`config.mk`:
```
export PLATFORM = sky130hd
export DESIGN_NAME = sha256_hasher_unit
export DESIGN_NICKNAME = d
export VERILOG_FILES = /design/src/rtl/sha256h_pkg.sv /design/src/rtl/sha256h_ram.sv /design/src/rtl/sha256_hasher_unit.sv
export SDC_FILE = /design/constraint.sdc
export NUM_CORES = 2
export LEC_CHECK = 0
export BUFFER_PORTS_ARGS = -buffer_cell sky130_fd_sc_hd__buf_2
export CORE_MARGIN = 5
export CORE_UTILIZATION = 58
export CTS_CLUSTER_DIAMETER = 100
export DETAILED_ROUTE_END_ITERATION = 8
export GPL_TIMING_DRIVEN = 0
export HOLD_SLACK_MARGIN = 0.03
export PLACE_DENSITY = 0.77
export RECOVER_POWER = 50
export REMOVE_ABC_BUFFERS = 1
export SLEW_MARGIN = 20
export SYNTH_ARGS = -nofsm -noshare
export SYNTH_HDL_FRONTEND = slang
export SYNTH_SLANG_ARGS = --single-unit
```
`constraint.sdc`:
```
create_clock -name i_clk -period 38.3 [get_ports i_clk]
set_clock_uncertainty 0.05 [all_clocks]
set_input_delay 1.915 -clock i_clk [delete_from_list [all_inputs] [get_ports i_clk]]
set_output_delay 1.915 -clock i_clk [all_outputs]
set_load 0.02 [all_outputs]
```
`src/rtl/sha256h_pkg.sv`:
```
// ============================================================================
// SHA-256 hasher package
// Transaction types, round constants, initial hash values and the SHA-256 mixing functions.
// ============================================================================
package sha256h_pkg;

    localparam logic [5:0] LEN_FILL_LIMIT = 6'd56;

    typedef struct packed {
        logic [7:0] data_byte;
        logic       byte_valid;
        logic       end_of_message;
    } t_in;

    typedef struct packed {
        logic [31:0] digest_word;
        logic [2:0]  word_index;
        logic        last_word;
    } t_out;

    function automatic logic [31:0] rotr(input logic [31:0] x, input int n);
        rotr = (x >> n) | (x << (32 - n));
    endfunction

    function automatic logic [31:0] bsig0(input logic [31:0] x);
        bsig0 = rotr(x, 2) ^ rotr(x, 13) ^ rotr(x, 22);
    endfunction

    function automatic logic [31:0] bsig1(input logic [31:0] x);
        bsig1 = rotr(x, 6) ^ rotr(x, 11) ^ rotr(x, 25);
    endfunction

    function automatic logic [31:0] ssig0(input logic [31:0] x);
        ssig0 = rotr(x, 7) ^ rotr(x, 18) ^ (x >> 3);
    endfunction

    function automatic logic [31:0] ssig1(input logic [31:0] x);
        ssig1 = rotr(x, 17) ^ rotr(x, 19) ^ (x >> 10);
    endfunction

    function automatic logic [31:0] init_h(input logic [2:0] idx);
        case (idx)
            3'd0: init_h = 32'h6a09e667;
            3'd1: init_h = 32'hbb67ae85;
            3'd2: init_h = 32'h3c6ef372;
            3'd3: init_h = 32'ha54ff53a;
            3'd4: init_h = 32'h510e527f;
            3'd5: init_h = 32'h9b05688c;
            3'd6: init_h = 32'h1f83d9ab;
            default: init_h = 32'h5be0cd19;
        endcase
    endfunction

    function automatic logic [31:0] round_k(input logic [5:0] idx);
        case (idx)
            6'd0:  round_k = 32'h428a2f98;
            6'd1:  round_k = 32'h71374491;
            6'd2:  round_k = 32'hb5c0fbcf;
            6'd3:  round_k = 32'he9b5dba5;
            6'd4:  round_k = 32'h3956c25b;
            6'd5:  round_k = 32'h59f111f1;
            6'd6:  round_k = 32'h923f82a4;
            6'd7:  round_k = 32'hab1c5ed5;
            6'd8:  round_k = 32'hd807aa98;
            6'd9:  round_k = 32'h12835b01;
            6'd10: round_k = 32'h243185be;
            6'd11: round_k = 32'h550c7dc3;
            6'd12: round_k = 32'h72be5d74;
            6'd13: round_k = 32'h80deb1fe;
            6'd14: round_k = 32'h9bdc06a7;
            6'd15: round_k = 32'hc19bf174;
            6'd16: round_k = 32'he49b69c1;
            6'd17: round_k = 32'hefbe4786;
            6'd18: round_k = 32'h0fc19dc6;
            6'd19: round_k = 32'h240ca1cc;
            6'd20: round_k = 32'h2de92c6f;
            6'd21: round_k = 32'h4a7484aa;
            6'd22: round_k = 32'h5cb0a9dc;
            6'd23: round_k = 32'h76f988da;
            6'd24: round_k = 32'h983e5152;
            6'd25: round_k = 32'ha831c66d;
            6'd26: round_k = 32'hb00327c8;
            6'd27: round_k = 32'hbf597fc7;
            6'd28: round_k = 32'hc6e00bf3;
            6'd29: round_k = 32'hd5a79147;
            6'd30: round_k = 32'h06ca6351;
            6'd31: round_k = 32'h14292967;
            6'd32: round_k = 32'h27b70a85;
            6'd33: round_k = 32'h2e1b2138;
            6'd34: round_k = 32'h4d2c6dfc;
            6'd35: round_k = 32'h53380d13;
            6'd36: round_k = 32'h650a7354;
            6'd37: round_k = 32'h766a0abb;
            6'd38: round_k = 32'h81c2c92e;
            6'd39: round_k = 32'h92722c85;
            6'd40: round_k = 32'ha2bfe8a1;
            6'd41: round_k = 32'ha81a664b;
            6'd42: round_k = 32'hc24b8b70;
            6'd43: round_k = 32'hc76c51a3;
            6'd44: round_k = 32'hd192e819;
            6'd45: round_k = 32'hd6990624;
            6'd46: round_k = 32'hf40e3585;
            6'd47: round_k = 32'h106aa070;
            6'd48: round_k = 32'h19a4c116;
            6'd49: round_k = 32'h1e376c08;
            6'd50: round_k = 32'h2748774c;
            6'd51: round_k = 32'h34b0bcb5;
            6'd52: round_k = 32'h391c0cb3;
            6'd53: round_k = 32'h4ed8aa4a;
            6'd54: round_k = 32'h5b9cca4f;
            6'd55: round_k = 32'h682e6ff3;
            6'd56: round_k = 32'h748f82ee;
            6'd57: round_k = 32'h78a5636f;
            6'd58: round_k = 32'h84c87814;
            6'd59: round_k = 32'h8cc70208;
            6'd60: round_k = 32'h90befffa;
            6'd61: round_k = 32'ha4506ceb;
            6'd62: round_k = 32'hbef9a3f7;
            default: round_k = 32'hc67178f2;
        endcase
    endfunction

endpackage

```
`src/rtl/sha256h_ram.sv`:
```
// ============================================================================
// Generic simple dual-port RAM
// One write port and one read port, registered read data.
// ============================================================================
module sha256h_ram #(
    parameter int WIDTH = 32,
    parameter int DEPTH = 16
) (
    input  logic                     i_clk,
    input  logic                     i_we,
    input  logic [$clog2(DEPTH)-1:0] i_waddr,
    input  logic [WIDTH-1:0]         i_wdata,
    input  logic [$clog2(DEPTH)-1:0] i_raddr,
    output logic [WIDTH-1:0]         o_rdata
);

    logic [WIDTH-1:0] r_mem [DEPTH];
    logic [WIDTH-1:0] r_rdata;

    always_ff @(posedge i_clk) begin
        if (i_we) begin
            r_mem[i_waddr] <= i_wdata;
        end
        r_rdata <= r_mem[i_raddr];
    end

    assign o_rdata = r_rdata;

endmodule

```
`src/rtl/sha256_hasher_unit.sv`:
```
// ============================================================================
// SHA-256 hasher unit
// Streaming SHA-256 engine: byte input, eight-word digest output.
// ============================================================================
// Message bytes are taken one per cycle while a 64-byte block fills; four
// bytes are packed into a word and written to a 16-word message RAM. A full
// block is then compressed in three steps (loading the message words and the
// chaining state from the 8-word state RAM, 64 rounds, adding back), during
// which no transaction is accepted. An end-of-message transaction pads the
// block at one word per cycle and runs one or two further compressions, then
// emits the eight digest words, word 0 first, via the OUT_RD and OUT_LD states.
module sha256_hasher_unit (
    input  logic               i_clk,
    input  logic               i_rst_n,
    input  logic               i_valid,
    output logic               o_ready,
    input  sha256h_pkg::t_in   i_in,
    output logic               o_valid,
    input  logic               i_ready,
    output sha256h_pkg::t_out  o_out
);
    import sha256h_pkg::*;

    typedef enum logic [6:0] {
        ST_IDLE   = 7'b0000001,
        ST_PAD    = 7'b0000010,
        ST_LOAD   = 7'b0000100,
        ST_ROUND  = 7'b0001000,
        ST_ADD    = 7'b0010000,
        ST_OUT_RD = 7'b0100000,
        ST_OUT_LD = 7'b1000000
    } t_state;

    t_state       r_state, n_state;
    logic [4:0]   r_cnt, n_cnt;
    logic [5:0]   r_rnd, n_rnd;
    logic [3:0]   r_widx, n_widx;
    logic [5:0]   r_fill, n_fill;
    logic [54:0]  r_blocks, n_blocks;
    logic [23:0]  r_acc, n_acc;
    logic         r_h_init, n_h_init;
    logic         r_eom, n_eom;
    logic         r_pad_first, n_pad_first;
    logic         r_fin_blk, n_fin_blk;
    logic [31:0]  r_win [16];
    logic [31:0]  n_win [16];
    logic [31:0]  r_v [8];
    logic [31:0]  n_v [8];
    logic         r_ov, n_ov;
    t_out         r_out, n_out;

    logic         m_we;
    logic [3:0]   m_waddr, m_raddr;
    logic [31:0]  m_wdata, m_rdata;
    logic         c_we;
    logic [2:0]   c_waddr, c_raddr;
    logic [31:0]  c_wdata, c_rdata;

    logic         w_in_acc;
    logic [4:0]   w_prev;
    logic [31:0]  w_hv;
    logic [63:0]  w_total;
    logic         w_len_here;
    logic [31:0]  w_pad_word;
    logic [31:0]  w_t1, w_t2, w_wnext;

    sha256h_ram #(.WIDTH(32), .DEPTH(16)) u_msg_ram (
        .i_clk   (i_clk),
        .i_we    (m_we),
        .i_waddr (m_waddr),
        .i_wdata (m_wdata),
        .i_raddr (m_raddr),
        .o_rdata (m_rdata)
    );

    sha256h_ram #(.WIDTH(32), .DEPTH(8)) u_chain_ram (
        .i_clk   (i_clk),
        .i_we    (c_we),
        .i_waddr (c_waddr),
        .i_wdata (c_wdata),
        .i_raddr (c_raddr),
        .o_rdata (c_rdata)
    );

    assign o_ready  = (r_state == ST_IDLE);
    assign o_valid  = r_ov;
    assign o_out    = r_out;
    assign w_in_acc = i_valid && o_ready;

    assign w_prev     = r_cnt - 5'd1;
    assign w_hv       = r_h_init ? init_h(w_prev[2:0]) : c_rdata;
    assign w_total    = {r_blocks, r_fill, 3'b000};
    assign w_len_here = !r_pad_first || (r_fill < LEN_FILL_LIMIT);

    always_comb begin
        case (r_fill[1:0])
            2'd0:    w_pad_word = 32'h80000000;
            2'd1:    w_pad_word = {r_acc[7:0], 8'h80, 16'h0000};
            2'd2:    w_pad_word = {r_acc[15:0], 8'h80, 8'h00};
            default: w_pad_word = {r_acc[23:0], 8'h80};
        endcase
    end

    assign w_t1 = r_v[7] + bsig1(r_v[4]) + ((r_v[4] & r_v[5]) ^ (~r_v[4] & r_v[6]))
                + round_k(r_rnd) + r_win[0];
    assign w_t2 = bsig0(r_v[0])
                + ((r_v[0] & r_v[1]) ^ (r_v[0] & r_v[2]) ^ (r_v[1] & r_v[2]));
    assign w_wnext = ssig1(r_win[14]) + r_win[9] + ssig0(r_win[1]) + r_win[0];

    always_comb begin
        n_state     = r_state;
        n_cnt       = r_cnt;
        n_rnd       = r_rnd;
        n_widx      = r_widx;
        n_fill      = r_fill;
        n_blocks    = r_blocks;
        n_acc       = r_acc;
        n_h_init    = r_h_init;
        n_eom       = r_eom;
        n_pad_first = r_pad_first;
        n_fin_blk   = r_fin_blk;
        n_win       = r_win;
        n_v         = r_v;
        n_ov        = r_ov && !i_ready;
        n_out       = r_out;
        m_we        = 1'b0;
        m_waddr     = r_fill[5:2];
        m_wdata     = {r_acc, i_in.data_byte};
        m_raddr     = r_cnt[3:0];
        c_we        = 1'b0;
        c_waddr     = w_prev[2:0];
        c_wdata     = w_hv + r_v[0];
        c_raddr     = r_cnt[2:0];

        case (r_state)
            ST_IDLE: begin
                if (w_in_acc) begin
                    if (i_in.end_of_message) begin
                        n_eom       = 1'b1;
                        n_pad_first = 1'b1;
                    end
                    if (i_in.byte_valid) begin
                        m_we   = (r_fill[1:0] == 2'd3);
                        n_acc  = {r_acc[15:0], i_in.data_byte};
                        n_fill = r_fill + 6'd1;
                    end
                    if (i_in.byte_valid && (r_fill == 6'd63)) begin
                        n_blocks = r_blocks + 55'd1;
                        n_cnt    = '0;
                        n_state  = ST_LOAD;
                    end else if (i_in.end_of_message) begin
                        n_widx  = n_fill[5:2];
                        n_state = ST_PAD;
                    end
                end
            end
            ST_PAD: begin
                m_we    = 1'b1;
                m_waddr = r_widx;
                if (r_pad_first && (r_widx == r_fill[5:2])) begin
                    m_wdata = w_pad_word;
                end else if (w_len_here && (r_widx == 4'd14)) begin
                    m_wdata = w_total[63:32];
                end else if (w_len_here && (r_widx == 4'd15)) begin
                    m_wdata = w_total[31:0];
                end else begin
                    m_wdata = '0;
                end
                if (r_widx == 4'd15) begin
                    n_fin_blk   = w_len_here;
                    n_pad_first = 1'b0;
                    n_cnt       = '0;
                    n_state     = ST_LOAD;
                end else begin
                    n_widx = r_widx + 4'd1;
                end
            end
            ST_LOAD: begin
                if (r_cnt != 5'd0) begin
                    for (int i = 0; i < 15; i++) begin
                        n_win[i] = r_win[i + 1];
                    end
                    n_win[15] = m_rdata;
                end
                if ((r_cnt != 5'd0) && (r_cnt <= 5'd8)) begin
                    for (int i = 0; i < 7; i++) begin
                        n_v[i] = r_v[i + 1];
                    end
                    n_v[7] = w_hv;
                end
                if (r_cnt == 5'd16) begin
                    n_rnd   = '0;
                    n_state = ST_ROUND;
                end else begin
                    n_cnt = r_cnt + 5'd1;
                end
            end
            ST_ROUND: begin
                n_v[0] = w_t1 + w_t2;
                n_v[1] = r_v[0];
                n_v[2] = r_v[1];
                n_v[3] = r_v[2];
                n_v[4] = r_v[3] + w_t1;
                n_v[5] = r_v[4];
                n_v[6] = r_v[5];
                n_v[7] = r_v[6];
                for (int i = 0; i < 15; i++) begin
                    n_win[i] = r_win[i + 1];
                end
                n_win[15] = w_wnext;
                n_rnd = r_rnd + 6'd1;
                if (r_rnd == 6'd63) begin
                    n_cnt   = '0;
                    n_state = ST_ADD;
                end
            end
            ST_ADD: begin
                if (r_cnt != 5'd0) begin
                    c_we = 1'b1;
                    for (int i = 0; i < 7; i++) begin
                        n_v[i] = r_v[i + 1];
                    end
                    n_v[7] = c_wdata;
                end
                if (r_cnt == 5'd8) begin
                    n_h_init = 1'b0;
                    n_cnt    = '0;
                    if (r_fin_blk) begin
                        n_state = ST_OUT_RD;
                    end else if (r_eom) begin
                        n_widx  = r_pad_first ? r_fill[5:2] : 4'd0;
                        n_state = ST_PAD;
                    end else begin
                        n_state = ST_IDLE;
                    end
                end else begin
                    n_cnt = r_cnt + 5'd1;
                end
            end
            ST_OUT_RD: begin
                n_state = ST_OUT_LD;
            end
            ST_OUT_LD: begin
                if (!r_ov || i_ready) begin
                    n_ov              = 1'b1;
                    n_out.digest_word = c_rdata;
                    n_out.word_index  = r_cnt[2:0];
                    n_out.last_word   = (r_cnt[2:0] == 3'd7);
                    if (r_cnt[2:0] == 3'd7) begin
                        n_fill      = '0;
                        n_blocks    = '0;
                        n_h_init    = 1'b1;
                        n_eom       = 1'b0;
                        n_fin_blk   = 1'b0;
                        n_pad_first = 1'b0;
                        n_cnt       = '0;
                        n_state     = ST_IDLE;
                    end else begin
                        n_cnt   = r_cnt + 5'd1;
                        n_state = ST_OUT_RD;
                    end
                end
            end
            default: begin
                n_state = ST_IDLE;
            end
        endcase
    end

    always_ff @(posedge i_clk) begin
        if (!i_rst_n) begin
            r_state     <= ST_IDLE;
            r_cnt       <= '0;
            r_rnd       <= '0;
            r_widx      <= '0;
            r_fill      <= '0;
            r_blocks    <= '0;
            r_h_init    <= 1'b1;
            r_eom       <= 1'b0;
            r_pad_first <= 1'b0;
            r_fin_blk   <= 1'b0;
            r_ov        <= 1'b0;
        end else begin
            r_state     <= n_state;
            r_cnt       <= n_cnt;
            r_rnd       <= n_rnd;
            r_widx      <= n_widx;
            r_fill      <= n_fill;
            r_blocks    <= n_blocks;
            r_h_init    <= n_h_init;
            r_eom       <= n_eom;
            r_pad_first <= n_pad_first;
            r_fin_blk   <= n_fin_blk;
            r_ov        <= n_ov;
        end
    end

    always_ff @(posedge i_clk) begin
        r_acc <= n_acc;
        r_win <= n_win;
        r_v   <= n_v;
        r_out <= n_out;
    end

endmodule

```
==> out/metrics.csv <==
metric,value,unit
post_cts resized,0,
worst setup path start,r_cnt[1],
Pins Over Slew Limit,904,
main flop type after synthesis,edfxtp_1,
vias per inst,6.245,
minimum clock period,9.719,ns
Max-cap violations,28,
Area Overhead vs Synth,11.41,%
ANT nets after route,0,
Netlist Area Pre-Place,83920,um2
CTS tree,done,
Final #Nets,6846,
initial core utilization,58.42,%
Die Span Y,390.4,um
H-tree depth,4,
largest net degree at the start of global routing,70,
fin crit share,25.38,%
CP Capture Type,flip-flop,
Placement Cell Area,88670,um2
static leakage,33.55,nW
clk slew on worst S/H paths,0.06,ns
sequential area share after synthesis,61.50,%
Mean Syn Cell Area,13.06,um2
Final TNS setup,0,ns
IO buf count,51,
Yosys cell types,83,
DIE WIDTH,390.4,um
Detailed Place HPWL,158700,um
Post-Route WL,226000,um
Seq cells post-synth,1780,
worst hold path class,flip-flop to flip-flop,
fraction of layout cells with a size suffix above 1,9.946,%
Worst EP required,38.87,ns
first-pass GRT wire length,334000,um
pwr dens,48.11,nW/um2
vias in the first global route,51790,
kind of critical path,flip-flop to flip-flop,
die area,152400,um2
max incr delay on CP,1.65,ns
violated checks,"capacitance limit, slew limit",
Fmax,0.1029,GHz
latest clock arrival within the worst-skew pair,0.83,ns
worst r2r src,r_cnt[1],
DR WL/cell,26.55,um
final hold vios,0,
crit path to,r_v[30],
worst flop-to-flop path endpoint,r_v[30],
outcome,finished with violations,
worst-case clock buffer depth,3,
drt drc,0,
Post-CTS Hold Buffers,0,
WP data arrival,10.28,ns
register-to-register setup slack,28.58,ns
vias post-DR,53160,
RSZ-0062 raised after global routing,false,
actual slew at the worst max-slew pin,2.963,ns
DRT Pass-1 Iters,7,
Synth warnings,0,
crit-path cells,"clkbuf_1, inv_1, ha_1, xnor2_1, nand2_1, a31oi_1, ha_1, inv_1, fa_1, nor2b_1, o31a_1, o21bai_1, a211oi_1, o21ai_0, o311ai_0, o211ai_1, o21ai_0, xor2_1, a221o_1",
DR iter-0 viols,6754,
final setup fails,0,
# rows,139,
startpoint types,flip-flop,
Post-synth ARST share,0,%
R2R depth,19,
area of all placed cells without fillers,93490,um2
clk sinks,1780,
Final Wtd Congestion,0.9766,
Crit-path slowest cell,clkbuf_1,
core region area,143700,um2
Max-slew headroom,-97.56,%
CP max FO,36,
Mapped Cells,6427,
# IOs,52,
Post-CTS Setup Repair Bufs,0,
cts bufs inserted,174,
grt total ovfl,0,
VDD IR-drop max,52.79,uV
initial antenna violation count,9,
gr usage total,29.51,%
CTS Root Cell,clkbuf_16,
Post-synth EDFFs,1596,
## critical path, delay by kind of cell (launching register included)
| kind | cells | cell delay [ns] |
|---|---|---|
| compound gates | 9 | 2.70 |
| xor+xnor | 2 | 1.47 |
| fa+ha+maj | 3 | 1.21 |
| buf+inv | 3 | 2.34 |
| flops | 1 | 1.38 |
| simple gates | 2 | 0.33 |
## through the flow
step	util, %	power (mW)	hold slack (ns)	std cells	worst slack [ns]
floorplan	-	2.704	0.3503	6098	-35.73
global placement	59.38	2.888	0.3502	8052	-106.43
detailed placement	61.72	2.779	0.3545	8184	29.49
CTS	65.83	4.517	0.3526	8509	29.25
global route	65.07	4.648	0.3595	8509	27.97
finish	65.08	4.498	0.3594	8513	28.58
## worst min-delay path by stage
stage | from | to | slack [ns] | depth (start not counted)
6_report | r_win[438] | r_win[470] | 0.36 | 0
4_1_cts | r_win[438] | r_win[470] | 0.35 | 0
3_5_place_dp | r_win[85] | r_win[117] | 0.35 | 0
5_1_grt | r_win[438] | r_win[470] | 0.36 | 0
2_1_floorplan | r_win[68] | r_win[100] | 0.35 | 0
3_3_place_gp | r_win[277] | r_win[309] | 0.35 | 0
## cell usage in the layout, fill, tap and decap left out, types with 27 or more instances in the layout
master,n
mux2i_1,108
clkbuf_16,175
edfxtp_1,1596
a221o_1,32
dfxtp_1,182
o21a_1,27
a211oi_1,33
inv_1,468
o21ai_0,347
o211ai_1,32
mux4_2,128
nor2b_1,28
nand3_1,74
a21o_1,98
buf_16,51
and2_1,31
clkinv_1,28
mux2_2,97
nand2_1,821
a22oi_1,35
ha_1,187
o221ai_1,40
a21oi_1,310
xnor2_1,218
fa_1,188
nor3_1,49
nor2_1,245
and3_1,50
xor2_1,216
a31oi_1,43
clkinv_2,44
nand2b_1,34
o22ai_1,53
clkbuf_1,122
## cell usage after synthesis, types with 32 or more instances
cell type / count / share of area, %
fa_1: 188 / 4.5
edfxtp_1: 1596 / 57
a22oi_1: 35 / 0.31
mux2i_1: 108 / 1.3
nor3_1: 48 / 0.29
nand3_1: 74 / 0.44
xor2_1: 218 / 2.3
a221o_1: 32 / 0.38
o221ai_1: 41 / 0.43
a21oi_1: 310 / 1.8
buf_1: 43 / 0.19
clkbuf_1: 272 / 1.2
nor2_1: 260 / 1.2
o22ai_1: 53 / 0.40
o21ai_0: 347 / 2.1
dfxtp_1: 184 / 4.4
ha_1: 187 / 2.8
mux2_2: 99 / 1.3
nand2b_1: 34 / 0.25
and3_1: 51 / 0.38
a21o_1: 98 / 0.88
and2_1: 35 / 0.26
xnor2_1: 230 / 2.4
a31oi_1: 44 / 0.33
a211oi_1: 33 / 0.30
o211ai_1: 32 / 0.29
nand2_1: 825 / 3.7
mux4_2: 128 / 3.4
inv_1: 468 / 2.1
## cells by family (layout without fill, tap and decap cells)
| group | after synthesis | count (layout) | synth area share (%) |
|---|---|---|---|
| xor gates and xnor gates | 450 | 450 | 4.729 |
| other | 0 | 4 | 0 |
| adders and majority gates | 377 | 377 | 7.297 |
| and+or+nand+nor | 1452 | 1452 | 7.512 |
| DFF | 1780 | 1780 | 61.50 |
| AOI/OAI and AO/OA | 1231 | 1231 | 9.298 |
| muxes | 335 | 335 | 6.052 |
| buffers and inverters | 802 | 981 | 3.611 |
## routing by layer
metal | global-route usage [%] | wire length (um) | up-vias
li1 | - | - | 23400
met1 | 40.63 | 87370 | 26330
met2 | 46.28 | 104700 | 2884
met3 | 5.741 | 22460 | 539
met4 | 13.25 | 11470 | 6
met5 | 0 | 41 | -
## sequential cells by signal (all words and copies together) (netlist names), named ones only
| name | count |
|---|---|
| r_h_init | 1 |
| o_out | 36 |
| r_win | 512 |
| r_v | 256 |
| r_state | 7 |
| r_cnt | 5 |
| r_acc | 24 |
| r_blocks | 55 |
| r_fin_blk | 1 |
| u_msg_ram.r_mem | 512 |
| u_msg_ram.o_rdata | 32 |
| r_eom | 1 |
| u_chain_ram.r_mem | 256 |
| r_pad_first | 1 |
| r_rnd | 6 |
| r_fill | 6 |
| r_widx | 4 |
| o_valid | 1 |
| u_chain_ram.o_rdata | 32 |
## report_power, final
group          total [mW]  leakage (nW)  internal, mW  switching, mW
combinational       0.531          14.8         0.216          0.316
clock                1.75          2.88         0.990          0.760
sequential           2.22          15.9          2.19         0.0304
## area by class of cell
class	instances	area [um2]
diodes	4	10.01
well taps	1903	2381
inverters	473	1779
clock inverters	113	1304
repair buffers	183	2261
flip-flops and latches	1780	51610
clock buffers	212	4598
fillers	10240	50160
multi-input cells	3845	29550
No activity file was read; power rests on OpenSTA's default activity.
